===== src/hdl/dtr_pkg.sv =====
package dtr_pkg;

    localparam int KindWidth  = 3;
    localparam int ByteWidth  = 8;
    localparam int DivWidth   = 16;
    localparam int CtrlWidth  = 3;
    localparam int OutWidth   = 24;

    // Each machine cycle adds this amount to the divider.
    localparam logic [DivWidth-1:0] DivStep = 16'd4;

    typedef enum logic [KindWidth-1:0] {
        KIND_NONE      = 3'd0,
        KIND_WR_COUNT  = 3'd1,
        KIND_WR_MODULO = 3'd2,
        KIND_WR_CTRL   = 3'd3,
        KIND_DIV_RESET = 3'd4
    } kind_t;

    typedef enum logic [1:0] {
        SEL_BIT9 = 2'd0,
        SEL_BIT3 = 2'd1,
        SEL_BIT5 = 2'd2,
        SEL_BIT7 = 2'd3
    } sel_t;

    // Divider bit picked by the control select field, gated by the enable bit.
    function automatic logic tick_signal(input logic [DivWidth-1:0]  div,
                                         input logic [CtrlWidth-1:0] ctrl);
        logic b;
        begin
            case (sel_t'(ctrl[1:0]))
                SEL_BIT9: b = div[9];
                SEL_BIT3: b = div[3];
                SEL_BIT5: b = div[5];
                SEL_BIT7: b = div[7];
                default:  b = div[9];
            endcase
            return b & ctrl[2];
        end
    endfunction

endpackage


===== src/hdl/divider_timer_with_reload.sv =====
// Divider and timer counter with delayed reload. Every input transfer is one
// machine cycle: an optional register write (kind on tuser, byte on tdata) is
// applied, the 16-bit divider advances by 4, and a falling edge of the selected
// divider bit (gated by the enable bit) increments the counter. An overflow
// reloads the counter from the modulo register in the next machine cycle and flags
// timer_irq in that cycle's result; a counter write in that cycle cancels the
// reload, and a counter write in the cycle after it is overridden by modulo.
// Each transfer yields exactly one result, registered when it is accepted. The
// whole step is one pass of logic from the state registers into the state and
// the output register, so a new transfer is taken every clock; the output
// register frees in the same cycle it is read, so s_axis_tready only drops
// while a result waits and the downstream side holds m_axis_tready low.
module divider_timer_with_reload (
    input  logic        clk,
    input  logic        rst_n,
    input  logic        s_axis_tvalid,
    output logic        s_axis_tready,
    input  logic [7:0]  s_axis_tdata,   // [7:0] write_data
    input  logic [2:0]  s_axis_tuser,   // [2:0] kind
    output logic        m_axis_tvalid,
    input  logic        m_axis_tready,
    output logic [23:0] m_axis_tdata    // [7:0] counter_value, [15:8] divider_high,
                                        // [16] timer_irq, [23:17] zero
);
    import dtr_pkg::*;

    logic [DivWidth-1:0]  div_reg, div_next;
    logic [ByteWidth-1:0] count_reg, count_next;
    logic [ByteWidth-1:0] modulo_reg, modulo_next;
    logic [CtrlWidth-1:0] ctrl_reg, ctrl_next;
    logic                 pending_reg, pending_next;
    logic                 hold_reg, hold_next;
    logic                 last_sig_reg, sig_next;
    logic                 irq_next;
    logic                 out_valid_reg;
    logic [OutWidth-1:0]  out_data_reg;
    logic                 in_fire;
    logic                 written;
    kind_t                kind;

    assign kind          = kind_t'(s_axis_tuser);
    assign s_axis_tready = !out_valid_reg || m_axis_tready;
    assign in_fire       = s_axis_tvalid && s_axis_tready;
    assign m_axis_tvalid = out_valid_reg;
    assign m_axis_tdata  = out_data_reg;

    always_comb
    begin
        written     = (kind == KIND_WR_COUNT);
        modulo_next = (kind == KIND_WR_MODULO) ? s_axis_tdata : modulo_reg;
        ctrl_next   = (kind == KIND_WR_CTRL) ? s_axis_tdata[CtrlWidth-1:0] : ctrl_reg;
        div_next    = ((kind == KIND_DIV_RESET) ? '0 : div_reg) + DivStep;
        count_next  = written ? s_axis_tdata : count_reg;
        hold_next   = 1'b0;
        irq_next    = 1'b0;

        // The cycle after a reload keeps the counter pinned to modulo.
        if (hold_reg)
        begin
            count_next = modulo_next;
        end
        if (pending_reg && !written)
        begin
            hold_next  = 1'b1;
            count_next = modulo_next;
            irq_next   = 1'b1;
        end

        sig_next     = tick_signal(div_next, ctrl_next);
        pending_next = 1'b0;
        if (!sig_next && last_sig_reg)
        begin
            count_next   = count_next + 8'd1;
            pending_next = (count_next == '0);
        end
    end

    always_ff @(posedge clk or negedge rst_n)
    begin
        if (!rst_n)
        begin
            div_reg       <= '0;
            count_reg     <= '0;
            modulo_reg    <= '0;
            ctrl_reg      <= '0;
            pending_reg   <= 1'b0;
            hold_reg      <= 1'b0;
            last_sig_reg  <= 1'b0;
            out_valid_reg <= 1'b0;
        end
        else
        begin
            if (in_fire)
            begin
                div_reg      <= div_next;
                count_reg    <= count_next;
                modulo_reg   <= modulo_next;
                ctrl_reg     <= ctrl_next;
                pending_reg  <= pending_next;
                hold_reg     <= hold_next;
                last_sig_reg <= sig_next;
            end
            if (in_fire)
            begin
                out_valid_reg <= 1'b1;
            end
            else if (m_axis_tready)
            begin
                out_valid_reg <= 1'b0;
            end
        end
    end

    always_ff @(posedge clk)
    begin
        if (in_fire)
        begin
            out_data_reg <= {7'd0, irq_next, div_next[15:8], count_next};
        end
    end

endmodule


===== config.mk =====
export PLATFORM = sky130hd
export DESIGN_NAME = divider_timer_with_reload
export DESIGN_NICKNAME = d
export VERILOG_FILES = /design/src/hdl/dtr_pkg.sv /design/src/hdl/divider_timer_with_reload.sv
export SDC_FILE = /design/constraint.sdc
export NUM_CORES = 1
export LEC_CHECK = 0
export ABC_CLOCK_PERIOD_IN_PS = 3100
export BUFFER_PORTS_ARGS = -buffer_cell sky130_fd_sc_hd__clkbuf_2
export CAP_MARGIN = 5
export CELL_PAD_IN_SITES_DETAIL_PLACEMENT = 1
export CELL_PAD_IN_SITES_GLOBAL_PLACEMENT = 2
export CORE_MARGIN = 2
export CORE_UTILIZATION = 36
export CTS_BUF_LIST = sky130_fd_sc_hd__clkbuf_16
export CTS_CLUSTER_DIAMETER = 60
export DETAILED_ROUTE_END_ITERATION = 8
export PLACE_DENSITY = 0.82
export SKIP_CTS_REPAIR_TIMING = 1
export SLEW_MARGIN = 20
export SYNTH_ARGS = -nofsm -noshare
export SYNTH_HDL_FRONTEND = slang
export SYNTH_SLANG_ARGS = --single-unit

===== constraint.sdc =====
create_clock -name clk -period 3.1 [get_ports clk]
set_input_delay 0.31 -clock clk [delete_from_list [all_inputs] [get_ports clk]]
set_output_delay 0.31 -clock clk [all_outputs]
set_load 0.005 [all_outputs]

# [Word level (Yosys, flattened, before mapping)]
# Index checks and enable logic that the tools add are counted.
[word_totals] ff_bits=56 latch_bits=0 ram_bits=0 rom_bits=0 out_inout_bits=26 elab_cells=41 memories=0
[op_classes] n_addsub=2 mul=0 div=0 magnitude_cmp=0 n_eq_ne=7 shift=0 muxes=12 bitwise=1 reduce_logical=10
[op_table] op="8-bit 2-to-1 mux" n=5
[op_table] op="16-bit by 3-bit adder with 16-bit output, second input constant" n=1
[op_table] op="16-bit 2-to-1 mux" n=1
[op_table] op="8-bit by 1-bit adder with 8-bit output, second input constant" n=1
[op_table] op="8-bit logical NOT" n=1
[op_table] op="3-bit by 2-bit == test with 1-bit output, second input constant" n=2
[op_table] op="2-bit == test, second input constant" n=2
[op_table] op="1-bit 2-to-1 mux" n=4
[op_table] op="1-bit case mux with 4 select lines" n=1
[op_table] op="3-bit by 1-bit == test with 1-bit output, second input constant" n=1
[op_table] op="3-bit == test, second input constant" n=1
[op_table] op="1-bit logical AND" n=3
[op_table] op="1-bit logical NOT" n=3
[op_table] op="3-bit 2-to-1 mux" n=1
[op_table] op="2-bit by 1-bit == test with 1-bit output, second input constant" n=1
[op_table] op="2-bit logical NOT" n=1
[op_table] op="2-bit nonzero test" n=1
[op_table] op="1-bit bitwise AND" n=1
[op_table] op="1-bit logical OR" n=1

# [Depth between registers and ports, before layout]
# Gate-level depths: netlist of the first run.
[depth] ltp_word=8 depth_mapped=12

# [Worst setup path before layout of the first run]
# Ideal clock, no wire load.
[synth_timing] path_type="input port to flip-flop" startpoint="in s_axis_tuser[1]" endpoint="reg count_reg[1]" setup_time_ps=125 arrival_ps=2702 path_slack_ps=274 cell_stages=10 cell_sequence="buf_6 > nor3b_2 > clkbuf_1 > nor2b_1 > ha_1 > nand2_1 > a31o_2 > o21ai_2 > mux2_2 > mux2_2"
[synth_via] elab_chain_len=8 word_cells_on_any_way=23 cone_classes="add/sub: 2; eq/ne: 7; mux: 8; bitwise: 1; reduce/logical: 5"
[synth_rtl] item="start: declaration" line="divider_timer_with_reload.sv:19" source="input logic [2:0] s_axis_tuser,"
[synth_rtl] item="3-bit == test" line="divider_timer_with_reload.sv:52" source="div_next = ((kind == KIND_DIV_RESET) ? '0 : div_reg) + DivStep;"
[synth_rtl] item="16-bit 2-to-1 mux" line="divider_timer_with_reload.sv:52"
[synth_rtl] item="16-bit by 3-bit adder with 16-bit output" line="divider_timer_with_reload.sv:52"
[synth_rtl] item="named net div_next[3]" line="divider_timer_with_reload.sv:27" source="logic [DivWidth-1:0] div_reg, div_next;"
[synth_rtl] item="1-bit case mux with 4 select lines" line="dtr_pkg.sv:32" source="case (sel_t'(ctrl[1:0]))"
[synth_rtl] item="1-bit bitwise AND" line="dtr_pkg.sv:39" source="return b & ctrl[2];"
[synth_rtl] item="1-bit logical NOT" line="divider_timer_with_reload.sv:71" source="if (!sig_next && last_sig_reg)"
[synth_rtl] item="1-bit logical AND" line="divider_timer_with_reload.sv:71"
[synth_rtl] item="8-bit 2-to-1 mux" line="divider_timer_with_reload.sv:71"
[synth_rtl] item="named net count_next[1]" line="divider_timer_with_reload.sv:28" source="logic [ByteWidth-1:0] count_reg, count_next;"
[synth_rtl] item="end signal: assignment" line="divider_timer_with_reload.sv:96" source="count_reg <= count_next;"
[synth_rtl] item="end: declaration" line="divider_timer_with_reload.sv:28"
# The timed path passes the listed nets, and every way through them passes these cells.
# A chain may end at the register's enable or synchronous reset.

# [Worst setup path after layout of the first run]
[layout_timing] startpoint="reg hold_reg" endpoint="reg count_reg[6]"
[layout_via] elab_chain_len=4
[layout_rtl] item="start: declaration" line="divider_timer_with_reload.sv:32" source="logic hold_reg, hold_next;"
[layout_rtl] item="start signal: assignment" line="divider_timer_with_reload.sv:100" source="hold_reg <= hold_next;"
[layout_rtl] item="8-bit 2-to-1 mux (*)" line="divider_timer_with_reload.sv:58" source="if (hold_reg)"
[layout_rtl] item="8-bit 2-to-1 mux (*)" line="divider_timer_with_reload.sv:62" source="if (pending_reg && !written)"
[layout_rtl] item="8-bit by 1-bit adder with 8-bit output" line="divider_timer_with_reload.sv:73" source="count_next = count_next + 8'd1;"
[layout_rtl] item="8-bit 2-to-1 mux (*)" line="divider_timer_with_reload.sv:71"
# Mark *: on every way between the ends. The rest lies on a longest branch, timed or not.

==> results by group, run 1 <==
Status
  • Status: finished clean

Worst setup path
  • Critical Path Max Stage Delay: 450 ps
  • Crit-path max FO: 7
  • CP Class: flip-flop to flip-flop
  • Worst EP required: 3320 ps
  • CP delay by family, top: simple AND/OR/NAND/NOR gates
  • CP max stage cell: dfrtp_1
  • Setup crit end kind: flip-flop
  • CP bufs+invs: 0
  • Crit path launch type: flip-flop
  • Critical-path cell list: or2_2, a21oi_2, o22ai_1, nor2_1, ha_1, nand2_1, or4_1, a31oi_1
  • Crit path DAT: 2900 ps

Synth
  • Avg Cell Area, Syn: 10.0 um2
  • Sequential area share after synthesis: 47.9%
  • Unique masters post-synth: 58
  • Cell area after synthesis: 0.00300 mm2
  • Synth Instances: 300
  • Ys flop type: dfrtp_1
  • Synth warn: 0
  • Yosys reg bits: 54
  • EDFF count, synth: 17
  • Fraction of registers with async set/reset: 68.5%

Timing
  • Slew Limit Fails: 0
  • Hold Fails Final Rpt: 0
  • Fin crit share: 86.4%
  • Min Tclk post-route: 2680 ps
  • Max_slew headroom: 39.6%
  • Peak Freq: 0.373 GHz
  • RSZ-0062 raised after global routing: false
  • Clock skew: 5.55 ps
  • Finish-stage setup viols: 0
  • Setup_tns: 0 ps
  • Measured slew at the worst slew-check pin: 907 ps

Finish
  • Area growth syn-to-layout: 12.8%
  • Nets@finish: 350
  • Area of the multi-input gates: 0.00146 mm2
  • Largest register FFs: 17
  • Fill cells: 933
  • Ant diodes: 0
  • Fraction of layout cells with a size suffix above 1: 22.2%
  • Register Area: 0.00144 mm2
  • Final cell count without fillers: 439

GRT
  • Grt ovf: 0
  • Vias in the first global route: 2,513
  • Initial antenna violation count: 0
  • Tot GR Track Use: 18.5%
  • First-pass GRT wire length: 12,800 um
  • Largest net degree at the start of global routing: 38

Clock network
  • Clock Sinks: 54
  • H-tree depth: 2
  • Clock slew at reported path FFs: 70 ps
  • Worst-Skew Late Latency: 300 ps
  • CTS root buf: clkbuf_16
  • CTS tree: done
  • Max Root-Sink Buffers: 2
  • CTS Buf Count: 5

Min path
  • Hold Path Class: input pin to async pin

Floorplan
  • Die ar.: 0.00908 mm2
  • Ports: 41
  • Die H: 95.3 um
  • Chip Width: 95.3 um
  • Starting Density: 36.9%
  • Core box area: 0.00813 mm2
  • Rows: 33

Routing
  • Post-route ant nets: 0
  • # DRC: 0
  • Via density: 5.36
  • Routed len/inst: 16.7 um
  • Drt pass-1 iters: 4
  • Total number of vias: 2,353
  • Initial DRC Count: 91
  • Final WL: 7350 um

Placed design
  • IO Port Bufs: 33
  • Post-detail-place hpwl: 5400 um
  • Gpl congestion: 0.828
  • Placed Cells: 431

Pwr
  • P_leak: 0.00140 uW
  • Maximum vdd drop: 0.249 mV
  • Power per Cell Area: 655 mW/mm2

Flow run
  • Max-Cap Viols: 0
[layout make-up]
cell class / instances / share of cell area, %
Multi-Input combinational cell: 231 / 43.1
Sequential cell: 54 / 42.4
Timing Repair Buffer: 37 / 5.77
Clock buffer: 5 / 3.70
Tap cell: 105 / 3.88
Inverter: 4 / 0.444
Clock inverter: 3 / 0.628
[cell families (layout without fill, tap and decap cells)]
logic type                 after synthesis  count (layout)  share of synthesized area, %
muxes                                   20              20                          7.34
buffers and inverters                   21              49                          4.25
DFF                                     54              54                          47.9
AOI/OAI and AO/OA                       67              67                          15.8
xor gates and xnor gates                12              12                          3.50
adders and majority gates                2               2                         0.834
and+or+nand+nor                        123             123                          20.3
other                                    1               7                         0.125
[worst paths after layout]
kind	start	endpoint	slack, ps	cells past startpoint
worst min-delay path	rst_n	modulo_reg[1]	140	1
max in group asynchronous	rst_n	div_reg[10]	2390	1
worst max-delay path	hold_reg	count_reg[6]	420	8
min in group clk	s_axis_tvalid	m_axis_tvalid	230	2
worst min register to register	ctrl_reg[1]	ctrl_reg[1]	490	2
worst max register to register	hold_reg	count_reg[6]	420	8
[stage by stage]
step / total power [uW] / hold WS [ps] / area, um2 / utilization (%) / setup slack (ps)
6_report: 2220 / 138 / 3380 / 41.6 / 422
5_1_grt: 2380 / 213 / 3380 / 41.6 / 204
4_1_cts: 2240 / 220 / 3380 / 41.6 / 450
3_5_place_dp: 1660 / 481 / 3240 / 39.8 / 284
3_3_place_gp: 1640 / 475 / 3240 / 39.8 / 417
2_1_floorplan: 1450 / 14.4 / 3020 / - / 274
[cell usage after synthesis, drive strengths merged (2+ instances only)]
library cell	number	area (um2)
edfxtp	17	510
nor2b	3	18.8
o211ai	2	15.0
a21o	2	15.0
xor2	4	35.0
or3	6	37.5
or4	2	18.8
a211o	2	17.5
inv	3	11.3
mux2i	4	40.0
nor3b	4	40.0
nand3	7	35.0
o31ai	7	52.6
a21oi	10	53.8
buf	11	90.1
or3b	2	17.5
o22ai	7	43.8
dfrtp	37	926
clkbuf	6	22.5
and3	7	43.8
xnor2	8	70.1
nand2b	3	18.8
nand2	46	173
o21ai	20	104
mux2	16	180
a31oi	5	37.5
nor2	33	126
nor4b	2	23.8
a211oi	4	30.0
nand4	2	12.5
ha	2	25.0
[per-layer routing]
| metal | vias up | GRT usage, % | routed length, um |
|---|---|---|---|
| met3 | 8 | 2.77 | 209 |
| met2 | 41 | 30.4 | 3450 |
| met4 | 0 | 6.52 | 126 |
| met5 | - | 0 | 0 |
| met1 | 1166 | 25.0 | 3560 |
| li1 | 1138 | - | - |
[report_power, final]
part	leakage (uW)	switching (uW)	internal (uW)
combinational	0.000703	348	272
sequential	0.000627	132	895
clock	0.0000698	272	300
[cell usage in the layout (no fill, tap or decap), types with 2 or more instances in the layout]
| cell type | instances |
|---|---|
| nor2b_1 | 3 |
| edfxtp_1 | 17 |
| o21ai_0 | 18 |
| nand3_1 | 7 |
| a21oi_1 | 9 |
| o211ai_1 | 2 |
| a31oi_1 | 4 |
| nor3b_2 | 2 |
| xor2_1 | 4 |
| a21o_1 | 2 |
| a211oi_1 | 4 |
| nor2_1 | 32 |
| conb_1 | 7 |
| and3_1 | 7 |
| mux2i_1 | 4 |
| nand2b_1 | 3 |
| dfrtp_1 | 37 |
| ha_1 | 2 |
| clkbuf_2 | 32 |
| inv_1 | 3 |
| o31ai_1 | 7 |
| mux2_2 | 16 |
| nand4_1 | 2 |
| nand2_1 | 46 |
| a211o_1 | 2 |
| buf_4 | 4 |
| o22ai_1 | 7 |
| clkbuf_16 | 5 |
| xnor2_1 | 8 |
| or3_1 | 6 |
| nor3b_1 | 2 |
Note: power is estimated with default switching activity, not from simulation.
==> run 2, diff against run 1 <==
--- a/config.mk
+++ b/config.mk
@@ -6,15 +6,15 @@
 export NUM_CORES = 1
 export LEC_CHECK = 0
 export ABC_CLOCK_PERIOD_IN_PS = 3100
-export BUFFER_PORTS_ARGS = -buffer_cell sky130_fd_sc_hd__clkbuf_2
 export CAP_MARGIN = 5
 export CELL_PAD_IN_SITES_DETAIL_PLACEMENT = 1
 export CELL_PAD_IN_SITES_GLOBAL_PLACEMENT = 2
-export CORE_MARGIN = 2
-export CORE_UTILIZATION = 36
+export CORE_MARGIN = 8
+export CORE_UTILIZATION = 40
 export CTS_BUF_LIST = sky130_fd_sc_hd__clkbuf_16
 export CTS_CLUSTER_DIAMETER = 60
 export DETAILED_ROUTE_END_ITERATION = 8
+export DONT_BUFFER_PORTS = 1
 export PLACE_DENSITY = 0.82
 export SKIP_CTS_REPAIR_TIMING = 1
 export SLEW_MARGIN = 20
==> results by group, run 2 (synthesis gave the netlist of run 1 again) <==
Clock network
  • CTS tree: done
  • H-tree depth: 2 (unchanged)
  • Worst-Skew Late Latency: 290 ps (about the same)
  • Clock Sinks: 54 (unchanged)
  • CTS root buf: clkbuf_16
  • Clock slew at reported path FFs: 70 ps (about the same)
  • CTS Buf Count: 5 (unchanged)
  • Max Root-Sink Buffers: 2 (unchanged)

GRT
  • Vias in the first global route: 2,421 (-3.7%)
  • Grt ovf: 0 (unchanged)
  • Largest net degree at the start of global routing: 38 (unchanged)
  • First-pass GRT wire length: 12,600 um (-1.9%)
  • Initial antenna violation count: 0 (unchanged)
  • Tot GR Track Use: 15.1% (-3.5 points)

Timing
  • Fin crit share: 84.7% (-1.7 points)
  • Final WS setup: 474 ps (+51.8 ps)
  • Setup_tns: 0 ps (unchanged)
  • Peak Freq: 0.381 GHz (+2.0%)
  • Measured slew at the worst slew-check pin: 666 ps (-241 ps)
  • Finish-stage setup viols: 0 (unchanged)
  • Slew Limit Fails: 0 (unchanged)
  • Min Tclk post-route: 2630 ps (-51.8 ps)
  • RSZ-0062 raised after global routing: false
  • Max_slew headroom: 55.5% (+16 points)
  • Hold Fails Final Rpt: 0 (unchanged)
  • Clock skew: 4.79 ps (-0.766 ps)

Finish
  • Nets@finish: 318 (-9.1%)
  • Design area: 0.00330 mm2 (-2.6%)
  • Commonest non-fill, non-tap cell in the layout: nand2_1
  • Ant diodes: 0 (unchanged)
  • Area growth syn-to-layout: 9.84%
  • Fraction of layout cells with a size suffix above 1: 13.2% (-8.9 points)
  • Final core utilization: 45.5% (+3.8 points)
  • Largest register FFs: 17 (unchanged)
  • Commonest cells after routing, fill and taps aside: 46 x nand2_1, 37 x dfrtp_1, 32 x nor2_1

Pwr
  • P_leak: 0.00130 uW (-7.1%)
  • Maximum vdd drop: 0.229 mV (-7.9%)
  • Net Switching: 722 uW (-3.9%)
  • Sequential Power Share: 44.5% (-1.8 points)
  • Power per Cell Area: 707 mW/mm2 (+7.9%)
  • Clk network pwr share: 30.7% (+4.9 points)
  • Pint: 1610 uW (+9.7%)
  • Switch share: 31.0% (-2.9 points)
  • Combinational power share: 24.8% (-3.1 points)

Min path
  • Hold path startpoint: s_axis_tvalid
  • Worst Hold End: m_axis_tvalid
  • Hold depth: 1
  • Hold Path Class: input pin to flip-flop

Worst setup path
  • Critical-path cell list: nor4b_2, or3_1, o22ai_1, nor2_1, ha_1, nand2_1, or4_1, nand2_1
  • Reg-to-reg startpoint: hold_reg
  • Crit path DAT: 2770 ps (-130 ps)
  • Setup crit end kind: flip-flop
  • Top cell by count, worst path: nand2_1
  • CP max stage cell: or4_1
  • R2R setup slack: 470 ps (+50 ps)
  • CP Class: flip-flop to flip-flop
  • Worst EP required: 3250 ps (-70 ps)
  • Crit path launch type: flip-flop
  • CP delay by family, top: simple AND/OR/NAND/NOR gates
  • Crit-path max FO: 7 (unchanged)
  • Reg2reg path depth: 8 (unchanged)
  • CP bufs+invs: 0 (unchanged)
  • R2R Path End: m_axis_tdata[6]
  • Critical Path Max Stage Delay: 460 ps (about the same)

Floorplan
  • Core box area: 0.00725 mm2 (-11%)
  • Die ar.: 0.0105 mm2 (+16%)
  • Ports: 41 (unchanged)
  • Starting Density: 41.4% (+4.5 points)
  • Chip Width: 103 um (+7.7%)
  • Die H: 103 um (+7.7%)
  • Rows: 31 (-6.1%)

Routing
  • Via density: 5.67 (+5.8%)
  • Drt pass-1 iters: 4 (unchanged)
  • Final WL: 7330 um (-0.27%)
  • Routed len/inst: 18.3 um (+9.2%)
  • Post-route ant nets: 0 (unchanged)
  • # DRC: 0 (unchanged)
  • Total number of vias: 2,273 (-3.4%)
  • Initial DRC Count: 97 (+6.6%)

Flow run
  • Max-Cap Viols: 0 (unchanged)

Placed design
  • Post-detail-place hpwl: 5360 um (-0.88%)
  • Dpl ws: 497 ps (+213 ps)
  • DP Area: 0.00307 mm2 (-5.2%)
  • Gpl congestion: 0.886 (+7.1%)
  • IO Port Bufs: 0 (-100%)

Status
  • Status: finished clean
run 2: final cells by class:
class                   instances  area [um2]
multi-input cells             231        1460
clock inverters                 3        63.8
flip-flops and latches         54        1440
clock buffers                   5         125
fillers                       834        3960
well taps                      99         124
inverters                       4        15.0
repair buffers                  5        72.6
run 2: power groups by stage:
| stage | clock (uW) | sequential [uW] | combinational [uW] |
|---|---|---|---|
| final | 716 | 1040 | 578 |
| after global routing | 758 | 1060 | 646 |
| after CTS | 736 | 1040 | 569 |
| after detailed placement | 0 | 1050 | 560 |
| after global placement | 0 | 1050 | 545 |
| after floorplan | 0 | 996 | 457 |
run 2: worst max path at each step:
stage | end | start | depth (start not counted)
2_1_floorplan | count_reg[1] | s_axis_tuser[1] | 10
3_3_place_gp | pending_reg | hold_reg | 7
3_5_place_dp | count_reg[6] | hold_reg | 6
4_1_cts | count_reg[6] | hold_reg | 6
5_1_grt | m_axis_tdata[6] | hold_reg | 8
6_report | m_axis_tdata[6] | hold_reg | 8
run 2: per-layer routing:
layer	vias to the layer above	part of all wire [%]	wire length (um)	global-route usage (%)
met1	1139	49	3560	20.6
met3	5	6.2	452	3.85
met4	0	0.56	41	2.37
met5	-	0	0	0
met2	51	45	3270	23.7
li1	1078	-	-	-
run 2: per-stage QoR:
step,hold slack [ps],std cells,power [uW]
finish,125,401,2330
global route,136,401,2470
CTS,-297,399,2340
detailed placement,16.0,391,1610
global placement,15.8,391,1590
floorplan,14.4,306,1450
